`src/rtl/dda_pkg.sv`:
```
// Shared types and constants for the grid ray caster.
`default_nettype none
package dda_pkg;
    localparam int POS_W   = 22;
    localparam int DIST_W  = 24;
    localparam int HEAD_W  = 16;
    localparam int MAG_W   = 16;
    localparam int ACC_W   = 35;
    localparam int ROOT_W  = 32;
    localparam int RAD_W   = 64;
    localparam logic [DIST_W-1:0] DIST_MAX = 24'hFFFFFF;
    localparam logic [POS_W-1:0]  POS_MAX  = 22'h3FFFFF;

    localparam logic [1:0] ST_HIT   = 2'd0;
    localparam logic [1:0] ST_LEFT  = 2'd1;
    localparam logic [1:0] ST_LIMIT = 2'd2;
    localparam logic [1:0] ST_WRITE = 2'd3;

    localparam logic OP_WRITE = 1'b0;
    localparam logic OP_CAST  = 1'b1;

    localparam logic REG_WALL_MIN   = 1'b0;
    localparam logic REG_STEP_LIMIT = 1'b1;

    typedef struct packed {
        logic start;
        logic is_sqrt;
    } unit_req_t;

    typedef struct packed {
        logic              done;
        logic [ROOT_W-1:0] result;
    } unit_rsp_t;

    typedef enum logic [3:0] {
        S_IDLE, S_SQX, S_SQY, S_SQ_GO, S_SQ_WAIT, S_DX_GO, S_DX_WAIT,
        S_DY_GO, S_DY_WAIT, S_REMX, S_REMY, S_STEP, S_BOUND, S_CHECK,
        S_HITX, S_HITY
    } state_t;
endpackage
`default_nettype wire

```
`src/rtl/dda_root_div.sv`:
```
// Shared iterative unit: floor square root or restoring divide, one bit per cycle.
`default_nettype none
module dda_root_div (
    input  wire logic                       aclk,
    input  wire logic                       aresetn,
    input  wire dda_pkg::unit_req_t         req,
    input  wire logic [dda_pkg::RAD_W-1:0]  radicand,
    input  wire logic [dda_pkg::ROOT_W-1:0] dividend,
    input  wire logic [dda_pkg::MAG_W-1:0]  divisor,
    output dda_pkg::unit_rsp_t              rsp
);
    logic [dda_pkg::RAD_W-1:0]  rad_reg;
    logic [dda_pkg::ACC_W-1:0]  rem_reg;
    logic [dda_pkg::ROOT_W-1:0] q_reg;
    logic [dda_pkg::MAG_W-1:0]  dvs_reg;
    logic [4:0]                 cnt_reg;
    logic                       run_reg, sqrt_reg, done_reg;
    logic [dda_pkg::ACC_W-1:0]  a_op, b_op;
    logic [dda_pkg::ACC_W:0]    diff;
    logic                       ge;

    // Select trial remainder and subtrahend for the current mode
    always_comb begin
        if (sqrt_reg) begin
            a_op = {rem_reg[32:0], rad_reg[63:62]};
            b_op = {1'b0, q_reg, 2'b01};
        end else begin
            a_op = {18'd0, rem_reg[15:0], rad_reg[63]};
            b_op = {19'd0, dvs_reg};
        end
        diff = {1'b0, a_op} - {1'b0, b_op};
        ge   = ~diff[dda_pkg::ACC_W];
    end

    // Run one digit each cycle
    always_ff @(posedge aclk) begin
        if (!aresetn) begin
            run_reg  <= 1'b0;
            done_reg <= 1'b0;
            cnt_reg  <= '0;
        end else begin
            done_reg <= 1'b0;
            if (req.start) begin
                run_reg  <= 1'b1;
                sqrt_reg <= req.is_sqrt;
                cnt_reg  <= '0;
                rem_reg  <= '0;
                q_reg    <= '0;
                dvs_reg  <= divisor;
                rad_reg  <= req.is_sqrt ? radicand : {dividend, 32'd0};
            end else if (run_reg) begin
                rem_reg <= ge ? diff[dda_pkg::ACC_W-1:0] : a_op;
                q_reg   <= {q_reg[dda_pkg::ROOT_W-2:0], ge};
                rad_reg <= sqrt_reg ? {rad_reg[61:0], 2'b00} : {rad_reg[62:0], 1'b0};
                cnt_reg <= cnt_reg + 5'd1;
                if (cnt_reg == 5'(dda_pkg::ROOT_W - 1)) begin
                    run_reg  <= 1'b0;
                    done_reg <= 1'b1;
                end
            end
        end
    end

    assign rsp.done   = done_reg;
    assign rsp.result = q_reg;
endmodule
`default_nettype wire

```
`config.mk`:
```
export PLATFORM = sky130hd
export DESIGN_NAME = dda_root_div
export DESIGN_NICKNAME = d
export VERILOG_FILES = /design/src/rtl/dda_pkg.sv /design/src/rtl/dda_root_div.sv
export SDC_FILE = /design/constraint.sdc
export NUM_CORES = 1
export LEC_CHECK = 0
export BUFFER_PORTS_ARGS = -buffer_cell sky130_fd_sc_hd__buf_4
export CAP_MARGIN = 20
export CORE_MARGIN = 1.5
export CORE_UTILIZATION = 25
export CTS_CLUSTER_DIAMETER = 80
export DETAILED_ROUTE_END_ITERATION = 12
export SETUP_SLACK_MARGIN = 0.4
export SYNTH_ARGS = -nofsm -noshare
export SYNTH_HDL_FRONTEND = slang
export SYNTH_SLANG_ARGS = --single-unit
```
`constraint.sdc`:
```
create_clock -name aclk -period 5.1 [get_ports aclk]
set_clock_uncertainty 0.1 [all_clocks]
set_input_delay 0.51 -clock aclk [delete_from_list [all_inputs] [get_ports aclk]]
set_output_delay 0.51 -clock aclk [all_outputs]
set_load 0.005 [all_outputs]
```
# After elaboration in Yosys (flattened, before gate mapping)
# Cells that the tools add are included.
# totals
ff_bits,153
input_bits,116
# classes
add_sub_neg,2
n_eq_ne,1
mux,13
n_bitwise,3
n_reduce_logical,5
# ops
operator,n
64-bit 2-to-1 mux,4
33-bit 2-to-1 mux,2
35-bit by 34-bit subtractor with 36-bit output,1
35-bit 2-to-1 mux,1
34-bit 2-to-1 mux,1
32-bit 2-to-1 mux,1
5-bit by 1-bit adder with 5-bit output (second input constant),1
5-bit == test (second input constant),1
1-bit 2-to-1 mux,4
2-bit AND reduction,2
1-bit inverter,3
3-bit OR reduction,1
2-bit nonzero test,1
2-bit OR reduction,1

# Logic depth before layout (Yosys ltp)
# Gate-level depths: netlist of the first run.
# logic_depth
word_depth,4
ltp_mapped,17

# Worst setup path after synthesis of the first run
# OpenSTA, ideal clock, no wires.
# synth_timing
path_type,input port to flip-flop
from,input req[1] (netlist name)
to,register q_reg[0] (netlist name) (enable)
setup_ps,500
t_arrival_ps,3946
required_ps,4500
setup_slack_ps,554
cell_stages,3
path_buffers,2
path_cell_list,clkbuf_1 clkbuf_1 o21a_1
# synth_between
elab_chain_len,2
# synth_rtl
element,line,source
from (decl),dda_root_div.sv:6,"input wire dda_pkg::unit_req_t req,"
2-bit nonzero test (no source line),n/a,
2-bit AND reduction (no source line),n/a,
to (signal assigned),dda_root_div.sv:53,"q_reg <= {q_reg[dda_pkg::ROOT_W-2:0], ge};"
to (decl),dda_root_div.sv:14,logic [dda_pkg::ROOT_W-1:0] q_reg;
# Every way passes these cells.
# A chain may end at the register's enable or synchronous reset.

# Final worst setup path of the first run
# layout_timing
from,register sqrt_reg
to,register rem_reg[29] (netlist name) (data pin)
# layout_between
elab_chain_len,4
# layout_rtl
element,line,source
from (decl),dda_root_div.sv:17,"logic run_reg, sqrt_reg, done_reg;"
from (signal assigned),dda_root_div.sv:45,sqrt_reg <= req.is_sqrt;
35-bit 2-to-1 mux / 34-bit 2-to-1 mux (equally long branches),dda_root_div.sv:24,if (sqrt_reg) begin
35-bit by 34-bit subtractor with 36-bit output,dda_root_div.sv:31,"diff = {1'b0, a_op} - {1'b0, b_op};"
33-bit 2-to-1 mux *,dda_root_div.sv:52,rem_reg <= ge ? diff[dda_pkg::ACC_W-1:0] : a_op;
33-bit 2-to-1 mux *,dda_root_div.sv:51,end else if (run_reg) begin
to (signal assigned),dda_root_div.sv:52,
to (decl),dda_root_div.sv:13,logic [dda_pkg::ACC_W-1:0] rem_reg;
# Mark *: on every way between the ends. The rest lies on a longest branch, timed or not. The select of a mux whose other input is x is not followed.

==> run summary, run 1 <==
Netlist Area Pre-Place: 9550 µm²
CTS sink cnt: 153
WL per Instance: 15.8 µm
Die Ht: 198 µm
Slew HR: 0.288
Area Overhead vs Synth: 23.0%
Critical path peak fanout: 48
Initial Utilization: 0.253
Max reg flops: 64
Hold Vio Cnt, Final: 0
Rows: 71
Setup WS post-layout: 0.862 ns
Antenna violations before repair: 0
Setup CP Type: flip-flop to flip-flop
RSZ-0062 raised after global routing: no
# DRC: 0
Vias in the first global route: 7,110
# port buffers: 148
Yosys warns: 0
Period utilisation layout: 0.831
Max-cap violation count: 0
Post_cts resized: 0
Final wirelength: 24.5 mm
Share of the yosys chip area belonging to registers: 0.474
Multi-input gate area: 4710 µm²
Syn nets: 1,069
Finish-stage setup viols: 0
Drt pass-1 iters: 5
Final min period: 4.24 ns
Boundary Pins: 149
Fmax: 236 MHz
Routed vias: 7,381
Total CTS buffers: 17
Final Max Tran Viols: 0
Via/cell ratio: 4.76
Aggregate global routing overflow: 0
Hold Crit Class: primary input to flip-flop
Reg clk slew, reported paths: 0.07 ns
GRT Util Overall: 0.125
Dpl hpwl: 16.9 mm
Critical path's slowest cell: and3_1
Status: finished, final reports clean
Core Area: 37,700 µm²
Setup TNS: 0 ns
Pleak: 4.58 nW
First-pass GRT wire length: 38.4 mm
CTS tree: done
Nets: 1,183
Worst-skew pair later-pin latency: 0.44 ns
Share of cells above drive strength 1: 0.210
Worst Path Required: 5.26 ns
Post-CTS Hold Buffers: 0
Synth cell types: 57
Worst path max stage delay: 0.89 ns
R2R Setup Slk: 0.86 ns
Final GP Congestion: 0.818
Largest net degree at the start of global routing: 90
Worst-Margin Slew: 1.07 ns
Critical Path Start Type: flip-flop
Post-CTS Repair Setup Buffers: 0
Register area: 4520 µm²
Main synth FF type: edfxtp_1
Die Footprint: 39,400 µm²
Post-Syn Area per Cell: 10.4 µm²
Flops & latches, synth: 153
Antenna Cells: 0
Synth async-reset ratio: 0
Fillers: 3,908
CP Cell Sequence: buf_12 -> mux2_2 -> ha_1 -> nand2_1 -> o31ai_1 -> nand3_1 -> a21o_1 -> o21ai_2 -> and3_1 -> o21ai_4 -> o32ai_1
Crit path DAT: 4.40 ns
Depth of the CTS H-tree: 4
EDFF count, synth: 146
Clk root buf: clkbuf_16
Dpl ws: 0.952 ns
Clock Tree Buf Depth: 2
Post-Synthesis Cells: 916
DRT antenna net count: 0
Initial detailed-routing violation count: 456
Critical Path End Type: flip-flop
Power per Cell Area: 334 nW/µm²
Peak VDD IR: 241 µV
Die width: 198 µm
final cells by class:
type,count,area share
Multi-Input combinational cell,687,0.401
Sequential cell,153,0.385
Timing Repair Buffer,157,0.103
Tap cell,511,0.0544
Clock buffer,18,0.0365
Clock inverter,12,0.0149
Inverter,14,0.00448
layer usage:
metal	vias to the layer above	part of all wire	track usage	wire (µm)
met5	-	0	0	0
met4	0	0.013	0.0379	315
met3	26	0.036	0.0241	882
met2	148	0.47	0.198	11500
met1	3557	0.48	0.172	11800
li1	3650	-	-	-
worst paths after layout:
path / from / end / depth (start not counted)
setup / recovery: sqrt_reg / rem_reg[29] / 11
hold reg to reg: cnt_reg[4] / cnt_reg[4] / 2
setup reg to reg: sqrt_reg / rem_reg[29] / 11
hold / removal: divisor[15] / dvs_reg[15] / 1
layout by cell type, fill, tap and decap left out, drive strengths merged, types with 7 or more instances in the layout:
cell type	netlist	final
a211oi	44	44
a21o	19	19
a21oi	85	85
and2	14	14
and3	10	10
buf	20	157
clkbuf	42	18
dfxtp	7	7
edfxtp	146	146
ha	36	36
inv	14	15
mux2	17	17
mux2i	80	80
nand2	82	82
nand3	27	27
nand4	7	7
nor2	28	28
nor2b	63	63
nor3	11	11
o21a	8	8
o21ai	73	73
o22ai	8	8
xnor2	18	18
xor2	12	12
through the flow:
step	hold WS, ns	cell area [µm²]	utilization	power, W	cells
after floorplan	0.367	9550	-	0.00231	916
after global placement	0.382	11100	0.295	0.00257	1521
after detailed placement	0.397	11100	0.295	0.00259	1521
after CTS	0.122	11700	0.311	0.00395	1551
after global routing	0.131	11700	0.312	0.00412	1552
final	0.149	11700	0.312	0.00392	1552
cell families after synthesis:
kind of cell	synth area share
flip-flops	0.474
AND/OR/NAND/NOR	0.141
adder cells (fa/ha/maj)	0.0493
XOR/XNOR	0.0275
buffers and inverters	0.0333
AO/OA/AOI/OAI	0.171
multiplexers	0.104
cell usage after synthesis (11+ instances only):
master    number  share of area
nor2_1        27          0.011
mux2_2        17          0.020
edfxtp_1     146           0.46
nor2b_1       63          0.041
xnor2_1       18          0.017
o21ai_0       69          0.036
ha_1          36          0.047
xor2_1        12          0.011
nor3_1        11         0.0058
inv_1         14         0.0055
a211oi_1      44          0.035
clkbuf_1      42          0.017
a21o_1        19          0.015
a21oi_1       82          0.043
nand2_1       81          0.032
mux2i_1       80          0.084
nand3_1       25          0.013
critical path, delay by kind of cell (launching register included):
family / cells / cell delay (ns)
AOI/OAI and AO/OA: 5 / 1.26
muxes: 1 / 0.40
and+or+nand+nor: 3 / 1.19
DFF: 1 / 0.39
buffers and inverters: 1 / 0.26
adders and majority gates: 1 / 0.41
where the power goes:
| group | leakage (nW) | internal, W | switching, W | total (W) |
|---|---|---|---|---|
| registers | 1.47 | 0.00151 | 0.0000487 | 0.00156 |
| logic | 2.82 | 0.000443 | 0.000570 | 0.00101 |
| clock network | 0.290 | 0.000813 | 0.000533 | 0.00135 |
Note: power is estimated with default switching activity, not from simulation.
==> run 2: changes to the inputs <==
clock period = 3.7 ns   (was 5.1 ns; I/O delays follow)
==> run 2 against run 1 <==
Against the previous run:
- design area is 8.7% higher
- die area stayed put
- sequential power is 38% higher
- final cell count is 4.4% higher
- via count is 4.2% higher
- non-clock buffer count is 66 higher
- fmax is 28% higher
- sequential share of layout area is 3.1 points lower
- highest routed layer unchanged
==> run summary, run 2 (synthesis results as in run 1) <==
Drt pass-1 iters: 5
Setup WS post-layout: 0.386 ns
Multi-input gate area: 5140 µm²
Dpl hpwl: 17.3 mm
Critical Path Start Type: flip-flop
Reg clk slew, reported paths: 0.07 ns
Initial Utilization: 0.253
Worst-Margin Slew: 1.01 ns
Setup TNS: 0 ns
Final min period: 3.31 ns
CTS sink cnt: 153
Clock Tree Buf Depth: 2
Clk root buf: clkbuf_16
Area Overhead vs Synth: 33.7%
Register area: 4520 µm²
Final Max Tran Viols: 0
DRT antenna net count: 0
Vias in the first global route: 7,330
WL per Instance: 15.7 µm
Hold Crit Class: primary input to flip-flop
Antenna Cells: 0
GRT Util Overall: 0.127
Final GP Congestion: 0.854
RSZ-0062 raised after global routing: yes
Boundary Pins: 149
CTS tree: done
Nets: 1,249
First-pass GRT wire length: 38.8 mm
Finish-stage setup viols: 0
Comb power frac: 0.314
Dpl ws: 0.0928 ns
Crit path DAT: 3.38 ns
Via/cell ratio: 4.75
Critical Path End Type: flip-flop
Cell Int Power: 0.00377 W
Fillers: 3,869
Core Area: 37,700 µm²
Peak VDD IR: 333 µV
Max reg flops: 64
Clock Power Share: 0.298
# DRC: 0
Final wirelength: 25.5 mm
Total CTS buffers: 17
Final hold slack: 0.0987 ns
Hold Vio Cnt, Final: 0
Largest net degree at the start of global routing: 89
Worst Path Required: 3.77 ns
Most common cell after layout, fill and taps aside: buf_4
Pleak: 4.93 nW
Setup CP Type: flip-flop to flip-flop
Share of cells above drive strength 1: 0.307
Total power: 0.00555 W
P_sw: 0.00177 W
Period utilisation layout: 0.896
Aggregate global routing overflow: 0
Power per Cell Area: 435 nW/µm²
Die Footprint: 39,400 µm²
Fmax: 302 MHz
Switching Share: 0.319
Max-cap violation count: 0
Rows: 71
Worst-skew pair later-pin latency: 0.44 ns
Die Ht: 198 µm
Die width: 198 µm
Antenna violations before repair: 0
Sequential share of power: 0.388
Slew HR: 0.328
Routed vias: 7,688
Initial detailed-routing violation count: 434
Depth of the CTS H-tree: 4
Status: finished, final reports clean
# port buffers: 148
Critical path peak fanout: 9
Most frequent cells in the layout: buf_4 (195), edfxtp_1 (146), nand2_1 (81)
## run 2: cell types whose count changed in the layout (fill, tap and decap cells not counted), sizes merged
cell         change
bufinv           -4
bufbuf           +1
inv              +3
clkinv           +4
buf             +48
dlygate4sd3     +16
## run 2: timing repair
item	CTS	global route
buffers inserted	11	10
setup endpoints to repair	34	34
pin swaps	7	20
endpoints found under the hold margin	16	0
gates cloned	1	1
resized for setup	24	75
hold buffers	16	0
## run 2: cell type report
class,instances,share of cell area
Clock buffer,17,0.0333
Clock inverter,15,0.00932
Inverter,14,0.00412
Multi-Input combinational cell,687,0.403
Sequential cell,153,0.355
Tap cell,511,0.0501
Timing Repair Buffer,223,0.145
## run 2: path summary, 6_finish.rpt
check | startpoint | end | slack, ns | depth (start not counted)
setup / recovery | sqrt_reg | rem_reg[25] | 0.39 | 14
hold reg to reg | cnt_reg[4] | cnt_reg[4] | 0.41 | 2
hold / removal | radicand[22] | rad_reg[22] | 0.1 | 3
setup reg to reg | sqrt_reg | rem_reg[25] | 0.39 | 14
## run 2: metrics by stage
stage                     instance area (µm²)  utilization  instances
after floorplan                          9640            -        916
after global placement                  11400        0.302       1549
after detailed placement                11400        0.302       1549
after CTS                               12300        0.327       1609
after global routing                    12800        0.339       1620
final                                   12800        0.339       1620
## run 2: metal layers
metal	up-vias	GRT usage	wire [µm]
met1	3732	0.168	12000
met3	21	0.0219	758
met5	-	0	0
met4	0	0.0438	340
met2	144	0.207	12400
li1	3791	-	-
## run 2: power groups by stage
stage / sequential [W] / clock [W] / combinational, W
2_1_floorplan: 0.00216 / 0 / 0.00104
3_3_place_gp: 0.00218 / 0 / 0.00146
3_5_place_dp: 0.00218 / 0 / 0.00147
4_1_cts: 0.00215 / 0.00170 / 0.00157
5_1_grt: 0.00217 / 0.00177 / 0.00192
6_report: 0.00215 / 0.00165 / 0.00174
## run 2: worst max-delay path, cell delays in order, from the launching register on
cell and delay [ns]:
edfxtp_1 0.38, buf_6 0.14, buf_12 0.14, buf_12 0.14, mux2i_4 0.26, ha_4 0.23, a21o_1 0.16, or3_1 0.32
o22a_4 0.27, a21oi_4 0.18, o21ai_2 0.10, and3_4 0.21, buf_8 0.15, o211ai_1 0.16, a21oi_1 0.09
